`src/design/epve_pkg.sv`:
```
// ----------------------------------------------------------------------------
// epve_pkg: shared types and constants of the encoder position estimator
//
// Payload structs of both channels, the register set, the request format
// of the shared multiplier and the fixed-point constants.
// ----------------------------------------------------------------------------
package epve_pkg;

  localparam int COUNTER_WIDTH = 16;
  localparam int FRAC_BITS     = 16;

  localparam int OUT_W  = 48;  // width of every result field
  localparam int OPV_W  = 50;  // signed operand of the multiplier
  localparam int OPC_W  = 33;  // signed coefficient of the multiplier
  localparam int MAG_W  = 32;  // coefficient magnitude
  localparam int HALF_W = 25;  // operand slice per partial product
  localparam int PP_W   = HALF_W + MAG_W;
  localparam int ACC_W  = 2 * HALF_W + MAG_W;
  localparam int SH_W   = 5;

  localparam int PADDR_W = 4;

  localparam logic [31:0] CNT_MID = 32'(1) << (COUNTER_WIDTH - 1);

  // 2pi in Q3.29 and the degree scale, both as plain signed coefficients.
  localparam logic signed [OPC_W-1:0] TWO_PI_Q29 = 33'sh0C90FDAA2;
  localparam logic signed [OPC_W-1:0] DEG_SCALE  = 33'sd360;

  localparam logic [SH_W-1:0] SH_REV  = SH_W'(30 - FRAC_BITS);
  localparam logic [SH_W-1:0] SH_DEG  = SH_W'(0);
  localparam logic [SH_W-1:0] SH_ANG  = SH_W'(29);
  localparam logic [SH_W-1:0] SH_DIFF = SH_W'(16);
  localparam logic [SH_W-1:0] SH_FB   = SH_W'(30);

  localparam logic [1:0] REG_CONV = 2'd0;
  localparam logic [1:0] REG_DGAIN = 2'd1;
  localparam logic [1:0] REG_FGAIN = 2'd2;

  localparam logic func_sample = 1'b0;
  localparam logic func_clear  = 1'b1;

  typedef struct packed {
    logic                     func;
    logic [COUNTER_WIDTH-1:0] timer_count;
  } sample_t;

  typedef struct packed {
    logic signed [OUT_W-1:0] revolutions;
    logic signed [OUT_W-1:0] degrees;
    logic signed [OUT_W-1:0] radians;
    logic signed [OUT_W-1:0] rev_rate;
    logic signed [OUT_W-1:0] angular_rate;
  } result_t;

  typedef struct packed {
    logic signed [31:0] conversion_factor;
    logic signed [31:0] derivative_gain;
    logic signed [31:0] feedback_gain;
  } cfg_t;

  typedef struct packed {
    logic signed [OPV_W-1:0] v;
    logic signed [OPC_W-1:0] c;
    logic [SH_W-1:0]         sh;
  } mul_req_t;

endpackage

```
`src/design/epve_regs.sv`:
```
// ----------------------------------------------------------------------------
// epve_regs: configuration register file
//
// Three signed 32-bit registers on an APB-style port at byte offsets 0, 4
// and 8 (paddr[3:2]). Offsets 12 to 15 drop writes and read as zero.
// ----------------------------------------------------------------------------
module epve_regs
  import epve_pkg::*;
(
  input  logic               clk,
  input  logic               rst,
  input  logic               psel,
  input  logic               penable,
  input  logic               pwrite,
  input  logic [PADDR_W-1:0] paddr,
  input  logic [31:0]        pwdata,
  output logic [31:0]        prdata,
  output logic               pready,
  output cfg_t               cfg
);

  logic       wr_en;
  logic [1:0] reg_idx;

  assign pready  = 1'b1;
  assign reg_idx = paddr[3:2];
  assign wr_en   = psel && penable && pwrite && pready;

  always_ff @(posedge clk) begin
    if (rst) begin
      cfg <= '0;
    end else if (wr_en) begin
      case (reg_idx)
        REG_CONV:  cfg.conversion_factor <= pwdata;
        REG_DGAIN: cfg.derivative_gain   <= pwdata;
        REG_FGAIN: cfg.feedback_gain     <= pwdata;
        default: ;
      endcase
    end
  end

  always_comb begin
    case (reg_idx)
      REG_CONV:  prdata = cfg.conversion_factor;
      REG_DGAIN: prdata = cfg.derivative_gain;
      REG_FGAIN: prdata = cfg.feedback_gain;
      default:   prdata = '0;
    endcase
  end

endmodule

```
`src/design/epve_mul_unit.sv`:
```
// ----------------------------------------------------------------------------
// epve_mul_unit: shared scaling multiplier
//
// Computes round(v * c / 2^sh) with ties away from zero, saturated to the
// 48-bit signed range. Works in sign-magnitude with one 25x32 multiplier
// used for two partial products, then an accumulate and a round state.
// ----------------------------------------------------------------------------
module epve_mul_unit
  import epve_pkg::*;
(
  input  logic                    clk,
  input  logic                    rst,
  input  logic                    start,
  input  mul_req_t                req,
  output logic                    done,
  output logic signed [OUT_W-1:0] res
);

  typedef enum logic [2:0] {M_IDLE, M_LO, M_HI, M_ADD, M_FIN} mstate_t;

  mstate_t           state;
  logic              neg;
  logic [OPV_W-1:0]  mv;
  logic [MAG_W-1:0]  mc;
  logic [SH_W-1:0]   sh;
  logic [PP_W-1:0]   prod;
  logic [ACC_W-1:0]  acc;

  logic [OPV_W-1:0]  v_mag;
  logic [OPC_W-1:0]  c_mag;
  logic [HALF_W-1:0] mul_a;
  logic [PP_W-1:0]   pp;
  logic [ACC_W-1:0]  shifted;
  logic [ACC_W-1:0]  rb_vec;
  logic              rb;
  logic              big;
  logic [OUT_W:0]    qsum;
  logic [OUT_W:0]    lim;
  logic [OUT_W:0]    mag;

  assign v_mag = req.v[OPV_W-1] ? OPV_W'(-req.v) : OPV_W'(req.v);
  assign c_mag = req.c[OPC_W-1] ? OPC_W'(-req.c) : OPC_W'(req.c);

  assign mul_a = (state == M_LO) ? mv[HALF_W-1:0] : mv[OPV_W-1:HALF_W];
  assign pp    = {{MAG_W{1'b0}}, mul_a} * {{HALF_W{1'b0}}, mc};

  // Final rounding: the bit just below the cut decides the carry.
  assign shifted = acc >> sh;
  assign rb_vec  = acc >> (sh - SH_W'(1));
  assign rb      = (sh != '0) && rb_vec[0];
  assign big     = |shifted[ACC_W-1:OUT_W];
  assign qsum    = {1'b0, shifted[OUT_W-1:0]} + {{OUT_W{1'b0}}, rb};
  assign lim     = neg ? ((OUT_W+1)'(1) << (OUT_W - 1))
                       : (((OUT_W+1)'(1) << (OUT_W - 1)) - (OUT_W+1)'(1));
  assign mag     = (big || (qsum > lim)) ? lim : qsum;

  always_ff @(posedge clk) begin
    if (rst) begin
      state <= M_IDLE;
      done  <= 1'b0;
    end else begin
      done <= 1'b0;
      case (state)
        M_IDLE: begin
          if (start) begin
            neg   <= req.v[OPV_W-1] ^ req.c[OPC_W-1];
            mv    <= v_mag;
            mc    <= c_mag[MAG_W-1:0];
            sh    <= req.sh;
            state <= M_LO;
          end
        end
        M_LO: begin
          prod  <= pp;
          state <= M_HI;
        end
        M_HI: begin
          acc   <= {{(ACC_W-PP_W){1'b0}}, prod};
          prod  <= pp;
          state <= M_ADD;
        end
        M_ADD: begin
          acc   <= acc + ({{(ACC_W-PP_W){1'b0}}, prod} << HALF_W);
          state <= M_FIN;
        end
        M_FIN: begin
          res   <= neg ? -mag[OUT_W-1:0] : mag[OUT_W-1:0];
          done  <= 1'b1;
          state <= M_IDLE;
        end
        default: state <= M_IDLE;
      endcase
    end
  end

endmodule

```
`src/design/encoder_position_velocity_estimator.sv`:
```
// ----------------------------------------------------------------------------
// encoder_position_velocity_estimator: encoder position and velocity
//
// Accumulates encoder counter offsets, scales them to revolutions, degrees
// and radians, and runs a bilinear low-pass derivative for the rotation
// rate, all through one shared multiplier under a step sequencer.
//
//   channel  direction  handshake                      payload
//   sample   in         sample_valid / sample_ready    sample_t
//   result   out        result_valid / result_ready    result_t
//   config   in         APB psel/penable/pwrite/pready  32-bit registers
//
// A sample makes six passes through the shared multiplier between the
// accepting idle state and the hand-off state; a clear goes straight from
// idle to hand-off. Reset (rst, synchronous) zeroes the registers, the
// position count, the previous revolution and the filter state.
// A result waits in the output register; the next sample is taken
// meanwhile and stalls only at hand-off while that register is full.
// ----------------------------------------------------------------------------
module encoder_position_velocity_estimator
  import epve_pkg::*;
(
  input  logic               clk,
  input  logic               rst,
  input  logic               sample_valid,
  output logic               sample_ready,
  input  sample_t            sample,
  output logic               result_valid,
  input  logic               result_ready,
  output result_t            result,
  input  logic               psel,
  input  logic               penable,
  input  logic               pwrite,
  input  logic [PADDR_W-1:0] paddr,
  input  logic [31:0]        pwdata,
  output logic [31:0]        prdata,
  output logic               pready
);

  typedef enum logic [1:0] {S_IDLE, S_ISSUE, S_WAIT, S_DONE} state_t;
  typedef enum logic [2:0] {
    STEP_REV, STEP_DEG, STEP_RAD, STEP_T0, STEP_T1, STEP_OMEGA
  } step_t;

  state_t state;
  step_t  step;
  cfg_t   cfg;

  logic signed [31:0]       count_total;
  logic signed [OUT_W-1:0]  last_rev;
  logic signed [OUT_W-1:0]  filt;
  logic signed [OUT_W-1:0]  rev_w;
  logic signed [OUT_W-1:0]  deg_w;
  logic signed [OUT_W-1:0]  rad_w;
  logic signed [OUT_W-1:0]  t0_w;
  logic signed [OUT_W-1:0]  omega_w;

  mul_req_t                 mul_req;
  logic                     mul_start;
  logic                     mul_done;
  logic signed [OUT_W-1:0]  mul_res;
  logic signed [OUT_W:0]    rate_sum;
  logic signed [OUT_W-1:0]  rate_sat;
  logic                     accept;
  logic                     load_result;

  epve_regs u_regs (
    .clk     (clk),
    .rst     (rst),
    .psel    (psel),
    .penable (penable),
    .pwrite  (pwrite),
    .paddr   (paddr),
    .pwdata  (pwdata),
    .prdata  (prdata),
    .pready  (pready),
    .cfg     (cfg)
  );

  epve_mul_unit u_mul (
    .clk   (clk),
    .rst   (rst),
    .start (mul_start),
    .req   (mul_req),
    .done  (mul_done),
    .res   (mul_res)
  );

  assign sample_ready = (state == S_IDLE);
  assign accept       = sample_valid && sample_ready;
  assign mul_start    = (state == S_ISSUE);
  assign load_result  = (state == S_DONE) && (!result_valid || result_ready);

  always_comb begin
    case (step)
      STEP_REV:   mul_req = '{v: OPV_W'(count_total),
                              c: OPC_W'(cfg.conversion_factor), sh: SH_REV};
      STEP_DEG:   mul_req = '{v: OPV_W'(rev_w), c: DEG_SCALE, sh: SH_DEG};
      STEP_RAD:   mul_req = '{v: OPV_W'(rev_w), c: TWO_PI_Q29, sh: SH_ANG};
      STEP_T0:    mul_req = '{v: OPV_W'(rev_w) - OPV_W'(last_rev),
                              c: OPC_W'(cfg.derivative_gain), sh: SH_DIFF};
      STEP_T1:    mul_req = '{v: OPV_W'(filt),
                              c: OPC_W'(cfg.feedback_gain), sh: SH_FB};
      STEP_OMEGA: mul_req = '{v: OPV_W'(filt), c: TWO_PI_Q29, sh: SH_ANG};
      default:    mul_req = '0;
    endcase
  end

  // The new rate is the saturated sum of the two rounded filter terms.
  assign rate_sum = (OUT_W+1)'(t0_w) + (OUT_W+1)'(mul_res);
  always_comb begin
    if (rate_sum[OUT_W] != rate_sum[OUT_W-1]) begin
      rate_sat = rate_sum[OUT_W] ? {1'b1, {(OUT_W-1){1'b0}}}
                                 : {1'b0, {(OUT_W-1){1'b1}}};
    end else begin
      rate_sat = rate_sum[OUT_W-1:0];
    end
  end

  always_ff @(posedge clk) begin
    if (rst) begin
      state        <= S_IDLE;
      step         <= STEP_REV;
      result_valid <= 1'b0;
      count_total  <= '0;
      last_rev     <= '0;
      filt         <= '0;
    end else begin
      if (load_result) begin
        result_valid <= 1'b1;
      end else if (result_ready) begin
        result_valid <= 1'b0;
      end
      case (state)
        S_IDLE: begin
          if (accept) begin
            if (sample.func == func_clear) begin
              count_total <= '0;
              last_rev    <= '0;
              filt        <= '0;
              rev_w       <= '0;
              deg_w       <= '0;
              rad_w       <= '0;
              omega_w     <= '0;
              state       <= S_DONE;
            end else begin
              count_total <= count_total + 32'(sample.timer_count) - CNT_MID;
              step        <= STEP_REV;
              state       <= S_ISSUE;
            end
          end
        end
        S_ISSUE: state <= S_WAIT;
        S_WAIT: begin
          if (mul_done) begin
            state <= S_ISSUE;
            case (step)
              STEP_REV: begin
                rev_w <= mul_res;
                step  <= STEP_DEG;
              end
              STEP_DEG: begin
                deg_w <= mul_res;
                step  <= STEP_RAD;
              end
              STEP_RAD: begin
                rad_w <= mul_res;
                step  <= STEP_T0;
              end
              STEP_T0: begin
                t0_w <= mul_res;
                step <= STEP_T1;
              end
              STEP_T1: begin
                filt <= rate_sat;
                step <= STEP_OMEGA;
              end
              default: begin
                omega_w  <= mul_res;
                last_rev <= rev_w;
                state    <= S_DONE;
              end
            endcase
          end
        end
        S_DONE: begin
          if (load_result) begin
            result.revolutions  <= rev_w;
            result.degrees      <= deg_w;
            result.radians      <= rad_w;
            result.rev_rate     <= filt;
            result.angular_rate <= omega_w;
            state               <= S_IDLE;
          end
        end
        default: state <= S_IDLE;
      endcase
    end
  end

  a_busy_after_accept: assert property (@(posedge clk) disable iff (rst)
    accept |=> !sample_ready)
    else $error("sample channel still ready after a transfer");

  a_done_while_waiting: assert property (@(posedge clk) disable iff (rst)
    mul_done |-> state == S_WAIT)
    else $error("multiplier finished while the sequencer was not waiting");

  a_clear_zeroes_state: assert property (@(posedge clk) disable iff (rst)
    accept && sample.func == func_clear |=> count_total == '0 && filt == '0
      && last_rev == '0)
    else $error("clear left estimator state nonzero");

  a_result_from_done: assert property (@(posedge clk) disable iff (rst)
    $rose(result_valid) |-> $past(state) == S_DONE)
    else $error("result raised outside the hand-off state");

endmodule

```
`config.mk`:
```
export PLATFORM = sky130hd
export DESIGN_NAME = encoder_position_velocity_estimator
export DESIGN_NICKNAME = d
export VERILOG_FILES = /design/src/design/epve_pkg.sv /design/src/design/epve_regs.sv /design/src/design/epve_mul_unit.sv /design/src/design/encoder_position_velocity_estimator.sv
export SDC_FILE = /design/constraint.sdc
export NUM_CORES = 2
export LEC_CHECK = 0
export ABC_AREA = 1
export BUFFER_PORTS_ARGS = -buffer_cell sky130_fd_sc_hd__buf_4
export CORE_AREA = 2 2 427 429
export DETAILED_ROUTE_END_ITERATION = 6
export DIE_AREA = 0 0 429 431
export SLEW_MARGIN = 40
export SYNTH_ARGS = -nofsm -noshare
export SYNTH_HDL_FRONTEND = slang
export SYNTH_SLANG_ARGS = --single-unit
```
`constraint.sdc`:
```
create_clock -name clk -period 27.1 [get_ports clk]
set_input_delay 4.065 -clock clk [delete_from_list [all_inputs] [get_ports clk]]
set_output_delay 4.065 -clock clk [all_outputs]
set_load 0.1 [all_outputs]
```
==> results.rst <==
.. list-table::
   :header-rows: 1

   * - Metric
     - Value
   * - WP data arrival
     - 6290 ps
   * - Number of vias in the routed layout
     - between 60000 and 70000
   * - Post-Syn Nets
     - about 11000
   * - Maximum level of the CTS H-tree
     - 3
   * - Via count of the first global-routing pass
     - ~67000
   * - Average cell area after synthesis
     - 8.31 sq um
   * - Final setup violation count
     - 0
   * - Layout Area Growth over Synthesis
     - 10.9%
   * - Total global routing overflow
     - 0
   * - Total track usage
     - about 30%
   * - Async SR Flop Fraction
     - 0%
   * - Starting density of the core
     - around 45%
   * - Number of fill cells in the layout
     - approximately 17000
   * - Sink Count
     - between 900 and 1000
   * - Inserted Clock Buffers
     - about 110
   * - Post-Syn Instances
     - slightly below 10000
   * - Post-route DRC
     - 4
   * - TritonRoute pass-1 iters
     - 7
   * - TritonCTS clock tree
     - yes
   * - Worst-Margin Slew
     - 940 ps
   * - Failing checks
     - design-rule violations
   * - Last weighted congestion value of the routability-driven placer
     - just under 1
   * - Core area
     - ~180000 sq um
   * - Routed length per placed instance
     - about 22 um
   * - Longest Clk Path Bufs
     - 3
   * - Post-cts hold buffer count
     - 0
   * - Floorplan die area
     - approximately 180000 sq um
   * - Commonest cells after routing, fill and taps aside
     - sky130_fd_sc_hd__nand2_1, sky130_fd_sc_hd__inv_1, sky130_fd_sc_hd__nor2_1
   * - RSZ-0062 raised after global routing
     - false
   * - Register clock-pin slew on the reported worst setup and hold paths
     - 60 ps
   * - Post-CTS setup buffers
     - 0
   * - Count of routing violations after the opening detailed-route iteration
     - 6084
   * - Req. time, crit path
     - between 20000 and 25000 ps
   * - Netlist cell types
     - 75
   * - Total number of placement rows
     - 156
   * - Commonest non-fill, non-tap cell in the layout
     - sky130_fd_sc_hd__nand2_1
   * - Run status
     - complete, but fails checks
   * - Buffers added on ports
     - roughly 330
   * - Max FO, Critical Path
     - 27
   * - Cell Chain, Critical Path
     - buf_4 -> nor2_1 -> clkinv_2 -> o221ai_1 -> buf_4
   * - Number of cells traversed by the worst hold path
     - 0
   * - Sequential-to-total area share from yosys stat
     - 33.9%
   * - Critical path type
     - primary input to output port
   * - Fin. max-slew vios
     - 0
   * - Primary flip-flop cell chosen by synthesis mapping
     - sky130_fd_sc_hd__edfxtp_1
   * - CP Capture Type
     - output port
   * - Critical path depth
     - 5
   * - CTS Root Cell
     - sky130_fd_sc_hd__clkbuf_16
   * - Slowest CP cell
     - sky130_fd_sc_hd__clkinv_2
   * - Worst reg2reg path depth
     - 46
   * - Hold Fails Final Rpt
     - 0
   * - Fraction of final layout cells with drive strength greater than 1
     - about 7.9%
   * - Rel. slew slack
     - 37.3%
   * - Category of cells accounting for the largest share of critical-path delay
     - buffers and inverters
   * - Horizontal extent of the die
     - between 400 and 500 um
   * - Top achievable clock speed
     - ~97 MHz
   * - Synthesis Warnings
     - 0
   * - Routed via count divided by cell count
     - between 5 and 6
   * - Max-capacitance violation count
     - 0
   * - Half-perimeter wire length after detailed placement
     - about 220 mm
   * - Global-route wire length before repair
     - roughly 420 mm
   * - Setup skew after layout
     - a little over 80 ps
   * - Total Negative Setup Slacks
     - 0 ps
   * - Skew-Pair Late Insertion Delay
     - approximately 800 ps
   * - Min-Delay Path Class
     - flop to flop
   * - Number of antenna violations at the first check in global routing
     - 0
   * - Number of buffers and inverters on the critical path
     - 3
   * - Remaining antenna violation count after routing
     - 0
   * - Number of top-level design ports
     - around 340
   * - Net count, final
     - around 11000
   * - Critical Path Max Stage Delay
     - 660 ps
   * - Sort of element at the start of the critical path
     - primary input
   * - Cell area after technology mapping
     - about 81000 sq um
   * - Pin count of the biggest net entering global routing
     - 100
   * - Chip Height
     - around 430 um
   * - Sum of routed wire length over all layers
     - between 200 and 300 mm
   * - Final worst-path cycle share
     - between 30% and 40%
   * - Number of synthesized flops with an enable pin
     - 754
   * - Cell repeated most along the worst path
     - sky130_fd_sc_hd__buf_4
   * - Register bit count reported by yosys
     - between 900 and 1000
   * - Resize count post-CTS
     - 0
   * - Final min period
     - around 10000 ps
-- sequential cells by signal, indices dropped and copies added (netlist names), 50 cells and up --
name	flops
u_regs.cfg	96
u_mul.acc	82
u_mul.prod	57
u_mul.mv	50
result	240
-- final cells by class --
type	instances	area, sq um	share of cell area, %
repair buffers	460	3490	3.91
flip-flops and latches	988	27300	30.6
inverters	1604	6030	6.74
multi-input cells	6738	45900	51.3
well taps	2370	2970	3.32
clock buffers	139	2960	3.31
clock inverters	62	742	0.830
diodes	6	15.0	0.0168
-- worst register-to-register path, delay by kind of cell (launching register included) --
kind | cells | cell delay, ps
and+or+nand+nor | 27 | 3870
DFF | 1 | 340
buffers and inverters | 7 | 2520
AOI/OAI and AO/OA | 8 | 1800
adders and majority gates | 4 | 1580
-- worst paths after layout --
check | from | to | slack [ps]
min | deg_w[8] | result[152] | 380
min reg2reg | deg_w[8] | result[152] | 380
max reg2reg | u_mul.sh[0] | u_mul.res[34] | 16750
max | paddr[3] | prdata[28] | 16750
-- Yosys cell counts (14+ instances only) --
library cell               count  area share [%]
sky130_fd_sc_hd__nand2_1    2046             9.5
sky130_fd_sc_hd__inv_1      1576             7.3
sky130_fd_sc_hd__nor2_1     1124             5.2
sky130_fd_sc_hd__edfxtp_1    754              28
sky130_fd_sc_hd__fa_1        691              17
sky130_fd_sc_hd__a21oi_1     614             3.8
sky130_fd_sc_hd__o21ai_0     497             3.1
sky130_fd_sc_hd__ha_1        447             6.9
sky130_fd_sc_hd__nand3_1     414             2.6
sky130_fd_sc_hd__clkbuf_1    278             1.3
sky130_fd_sc_hd__dfxtp_1     234             5.8
sky130_fd_sc_hd__xor2_1      109             1.2
sky130_fd_sc_hd__nand4_1      99            0.77
sky130_fd_sc_hd__xnor2_1      66            0.72
sky130_fd_sc_hd__a31oi_1      62            0.48
sky130_fd_sc_hd__o221ai_1     62            0.67
sky130_fd_sc_hd__o21ai_1      55            0.34
sky130_fd_sc_hd__or2_2        54            0.42
sky130_fd_sc_hd__nor3_1       46            0.29
sky130_fd_sc_hd__a221oi_1     41            0.45
sky130_fd_sc_hd__o211ai_1     39            0.36
sky130_fd_sc_hd__o21a_1       39            0.36
sky130_fd_sc_hd__buf_2        34            0.21
sky130_fd_sc_hd__buf_1        28            0.13
sky130_fd_sc_hd__clkinv_1     23            0.11
sky130_fd_sc_hd__nor4_1       23            0.18
sky130_fd_sc_hd__a21boi_0     22            0.20
sky130_fd_sc_hd__a21o_1       18            0.17
sky130_fd_sc_hd__o21bai_1     17            0.16
sky130_fd_sc_hd__and2_1       14            0.11
sky130_fd_sc_hd__buf_6        14            0.20
-- routing by layer --
layer	vias up	part of all wire (%)	global-route usage [%]
li1	31700	-	-
met1	33100	42	38.8
met2	2423	46	48.0
met3	561	6.9	4.76
met4	0	5.5	14.6
met5	-	0	0
-- through the flow --
step	hold slack [ps]	worst slack (ps)	util (%)	instances	instance area, sq um
2_1_floorplan	400	5350	-	9699	80600
3_3_place_gp	401	16220	47.5	12200	85600
3_5_place_dp	405	16790	47.6	12200	85700
4_1_cts	385	16750	49.6	12400	89400
5_1_grt	387	16110	49.6	12400	89400
6_report	381	16750	49.6	12400	89400
-- cell families after synthesis --
family	share of synthesized area, %
adders and majority gates	24.1
AOI/OAI and AO/OA	10.7
DFF	33.9
buffers and inverters	9.45
xor gates and xnor gates	1.90
other	0.00931
and+or+nand+nor	19.7
muxes	0.245
Power is not shown: default switching activity piles up to over one toggle a cycle in this logic, so the estimate is an artifact.
